`src/design/bpfa_pkg.sv`:
```
package bpfa_pkg;

	localparam int ADDR_W     = 32;
	localparam int COUNT_W    = 13;
	localparam int RES_W      = 24;

	localparam int NUM_PAGES  = 4096;
	localparam int FRAME_SIZE = 4096;
	localparam int WORD_BITS  = 64;

	localparam int MAP_WORDS  = (NUM_PAGES + WORD_BITS - 1) / WORD_BITS;
	localparam int BIT_W      = $clog2(WORD_BITS);
	localparam int WIDX_W     = (MAP_WORDS > 1) ? $clog2(MAP_WORDS) : 1;
	localparam int PAGE_SHIFT = $clog2(FRAME_SIZE);
	localparam int PAGE_W     = $clog2(NUM_PAGES + 1);
	localparam int SUM_W      = $clog2(NUM_PAGES + 2 ** COUNT_W);

	typedef enum logic [1:0] {
		CMD_ALLOC   = 2'd0,
		CMD_FREE    = 2'd1,
		CMD_RESERVE = 2'd2,
		CMD_RELEASE = 2'd3
	} cmd_t;

	typedef enum logic [1:0] {
		ST_OK    = 2'd0,
		ST_EMPTY = 2'd1,
		ST_RANGE = 2'd2
	} status_t;

	typedef enum logic [1:0] {
		WOP_FIND  = 2'd0,
		WOP_SET   = 2'd1,
		WOP_CLEAR = 2'd2
	} wop_t;

	typedef enum logic [1:0] {
		S_IDLE  = 2'd0,
		S_ALLOC = 2'd1,
		S_RANGE = 2'd2,
		S_DONE  = 2'd3
	} state_t;

	typedef struct packed {
		wop_t             op;
		logic [BIT_W-1:0] lo;
		logic [BIT_W:0]   hi;
	} word_op_t;

endpackage

```
`src/design/bpfa_word_unit.sv`:
```
module bpfa_word_unit (
	input  bpfa_pkg::word_op_t                 wop,
	input  logic [bpfa_pkg::WORD_BITS-1:0]     word,
	output logic [bpfa_pkg::WORD_BITS-1:0]     new_word,
	output logic                               hit,
	output logic [bpfa_pkg::BIT_W-1:0]         bit_idx
);

	logic [bpfa_pkg::WORD_BITS-1:0] run_mask;
	logic [bpfa_pkg::WORD_BITS-1:0] ones;

	assign ones     = {bpfa_pkg::WORD_BITS{1'b1}};
	assign run_mask = (ones << wop.lo) & ~(ones << wop.hi);

	// lowest set bit
	always_comb begin
		bit_idx = '0;
		for (int i = bpfa_pkg::WORD_BITS - 1; i >= 0; i--) begin
			if (word[i]) begin
				bit_idx = bpfa_pkg::BIT_W'(i);
			end
		end
	end

	always_comb begin
		hit      = 1'b0;
		new_word = word;
		case (wop.op)
			bpfa_pkg::WOP_FIND: begin
				hit      = |word;
				new_word = word & ~(bpfa_pkg::WORD_BITS'(1) << bit_idx);
			end
			bpfa_pkg::WOP_SET: begin
				new_word = word | run_mask;
			end
			bpfa_pkg::WOP_CLEAR: begin
				new_word = word & ~run_mask;
			end
			default: begin
				new_word = word;
			end
		endcase
	end

endmodule

```
`config.mk`:
```
export PLATFORM = sky130hd
export DESIGN_NAME = bpfa_word_unit
export DESIGN_NICKNAME = d
export VERILOG_FILES = /design/src/design/bpfa_pkg.sv /design/src/design/bpfa_word_unit.sv
export SDC_FILE = /design/constraint.sdc
export NUM_CORES = 1
export LEC_CHECK = 0
export ABC_AREA = 1
export CORE_ASPECT_RATIO = 0.8
export CORE_MARGIN = 2
export CORE_UTILIZATION = 60
export DETAILED_ROUTE_END_ITERATION = 6
export DONT_BUFFER_PORTS = 1
export GPL_TIMING_DRIVEN = 0
export PLACE_DENSITY = 0.76
export SYNTH_ARGS = -nofsm -noshare
export SYNTH_HDL_FRONTEND = slang
export SYNTH_SLANG_ARGS = --single-unit
export TNS_END_PERCENT = 30
```
`constraint.sdc`:
```
create_clock -name vclk -period 11.7
set_input_delay 1.17 -clock vclk [all_inputs]
set_output_delay 1.17 -clock vclk [all_outputs]
set_load 0.01 [all_outputs]
```
==> flow_metrics.tcl <==
set metrics [dict create \
    post-route-period-util_pct 57.8 \
    holdCritPathClass "in -> out" \
    grt_pass1_wl_mm 33.3 \
    postCtsHoldBufs 0 \
    fin_ws_ns 4.94 \
    wl_per_cell_um 21.4 \
    power.net_switching_uw 123 \
    synthTopCellsByArea "nand2_1 24%, inv_1 16%, nand3_1 14%, nor2_1 8.2%, o21ai_0 8.0%" \
    synth_nets 1033 \
    path_class "in -> out" \
    dp_hpwl_mm 17.7 \
    cp_slowest_stage_delay_ns 0.41 \
    tightest_slew_ns 1.01 \
    dieArea_um2 7860 \
    rows 27 \
    power.total_uw 166 \
    synth_cell_types 34 \
    required_ns 10.53 \
    rsz0062_at_grt "false" \
    start_util_pct 62.3 \
    post_cts_buffers 0 \
    regArea_um2 0 \
    crit_top_cell "nand3_1" \
    design.seq.count 0 \
    gr-total-overflow 0 \
    viasPerCell 6.63 \
    io_pins 150 \
    syn_area_um2 4300 \
    crit_end "new_word[6]" \
    start_kind "input pin" \
    postRouteAntennaNets 0 \
    multi_input_area_um2 3400 \
    first_global_vias 6013 \
    power_frac_comb_pct 100.0 \
    slew_violations 0 \
    seqPwrFrac_pct 0 \
    dr.pass1.iters 7 \
    post-place-ws_ns 5.22 \
    drc_errors 13 \
    dr.first_iter.drc_count 1190 \
    crit_start "word[63]" \
    tns_ns 0 \
    grt_antenna_before_repair 0 \
    ir_worst_vdd_mv 0.0185 \
    ys_warn_count 0 \
    outcome "complete, but fails checks" \
    fp.dieW_um 98.6 \
    swShare_pct 74.5 \
    cp.arrival_ns 5.59 \
    post-route-min-period_ns 6.76 \
    synth_area_leader_cell "nand2_1" \
    n_clock_buffer 0 \
    power.share.clock_pct 0 \
    fmax_mhz 148 \
    slew_headroom_pct 32.4 \
    place.gp.congestion 1.18 \
    avgSynthCellArea_um2 4.50 \
    dieHeight_um 79.7 \
    p_per_area_nw_per_um2 37.6 \
    violations "DRC" \
    synthCells 954 \
    grt_max_degree 11 \
    layout.nets 1035 \
    io_buffers 0 \
    synth-seq-area-share_pct 0 \
    wirelength_mm 22.3 \
    cap_violations 0 \
    cp_slowest_cell "nor2_1" \
    coreArea_um2 6890 \
    syn_to_final_growth_pct 2.53 \
    track_usage_pct 54.3 \
    synth_top_cell_area_share_pct 24.2 \
    hold_viol_final 0 \
    cp_max_fo 5 \
    n_fill_cell 777 \
    antennaDiodeCount 0 \
    vias 6902 \
    holdPathStages 2 \
    post_cts_resize_count 0 \
    leakage_nw 2.25 \
    p_int_uw 42.3 \
    setup_violations 0 \
    layout-drive-gt1-share_pct 2.83 \
    worst_setup_path_end_kind "output port" \
]
-- per-layer routing --
layer  global-route usage (%)  share of wire [%]  up-vias
met3                     25.9                 23      153
met4                     21.0                5.5        0
met1                     69.9                 34     2915
li1                         -                  -     3118
met5                        0                  0        -
met2                     77.9                 38      716
-- layout make-up --
class | instances | area share [%]
Inverter | 184 | 15.7
Buffer | 47 | 4.55
Multi-Input combinational cell | 723 | 77.3
Tap cell | 87 | 2.47
-- how the worst min path moves through the flow --
stage              endpoint      from
3_3_place_gp   new_word[10]  word[10]
5_1_grt        new_word[55]  word[55]
3_5_place_dp   new_word[55]  word[55]
4_1_cts        new_word[55]  word[55]
6_report       new_word[15]  word[15]
2_1_floorplan  new_word[33]  word[33]
-- power by group through the flow --
stage / Clock, mW / Sequential, mW / Combinational, mW
global route: 0 / 0 / 0.176
finish: 0 / 0 / 0.166
floorplan: 0 / 0 / 0.114
detailed placement: 0 / 0 / 0.154
global placement: 0 / 0 / 0.154
CTS: 0 / 0 / 0.155
-- cells in the mapped netlist (3+ instances only) --
master and count:
a211oi_1 14, a21oi_1 31, a221oi_1 9, a31oi_1 7, buf_1 4, buf_2 11, clkbuf_1 30, clkinv_1 3
inv_1 180, nand2_1 277, nand2_2 4, nand3_1 117, nand4_1 21, nor2_1 94, nor2_2 8, nor3_1 14
nor4_1 18, o211ai_1 12, o21ai_0 69, o21bai_1 3, o22ai_1 8
-- cells by family after synthesis --
logic type,share of synthesized area [%]
buffers and inverters,20.7
AO/OA/AOI/OAI,23.5
AND/OR/NAND/NOR,55.7
-- worst max-delay path: cells and delay by family --
family	cells	cell delay, ns
and+or+nand+nor	25	2.89
AOI/OAI and AO/OA	6	1.22
buffers and inverters	2	0.32
-- metrics by stage --
stage,instance area (um2),hold slack (ns),util (%),instances
after floorplan,4300,2.47,-,954
after global placement,4400,2.49,63.9,1041
after detailed placement,4400,2.49,63.9,1041
after CTS,4400,2.49,63.9,1041
after global routing,4400,2.49,63.9,1041
final,4400,2.49,63.9,1041
-- cells in the final DEF, fill, tap and decap left out, drive strengths merged, types with 3 or more instances in the layout --
cell type / instances
a221oi: 9
a21oi: 31
nand3: 119
nor2: 102
nand4: 21
o22ai: 8
o21bai: 3
nor4: 18
nor3: 14
clkinv: 3
o21ai: 69
o211ai: 12
inv: 181
a211oi: 14
buf: 15
clkbuf: 30
nand2: 281
a31oi: 7
Power figures use the tool's default switching activity.
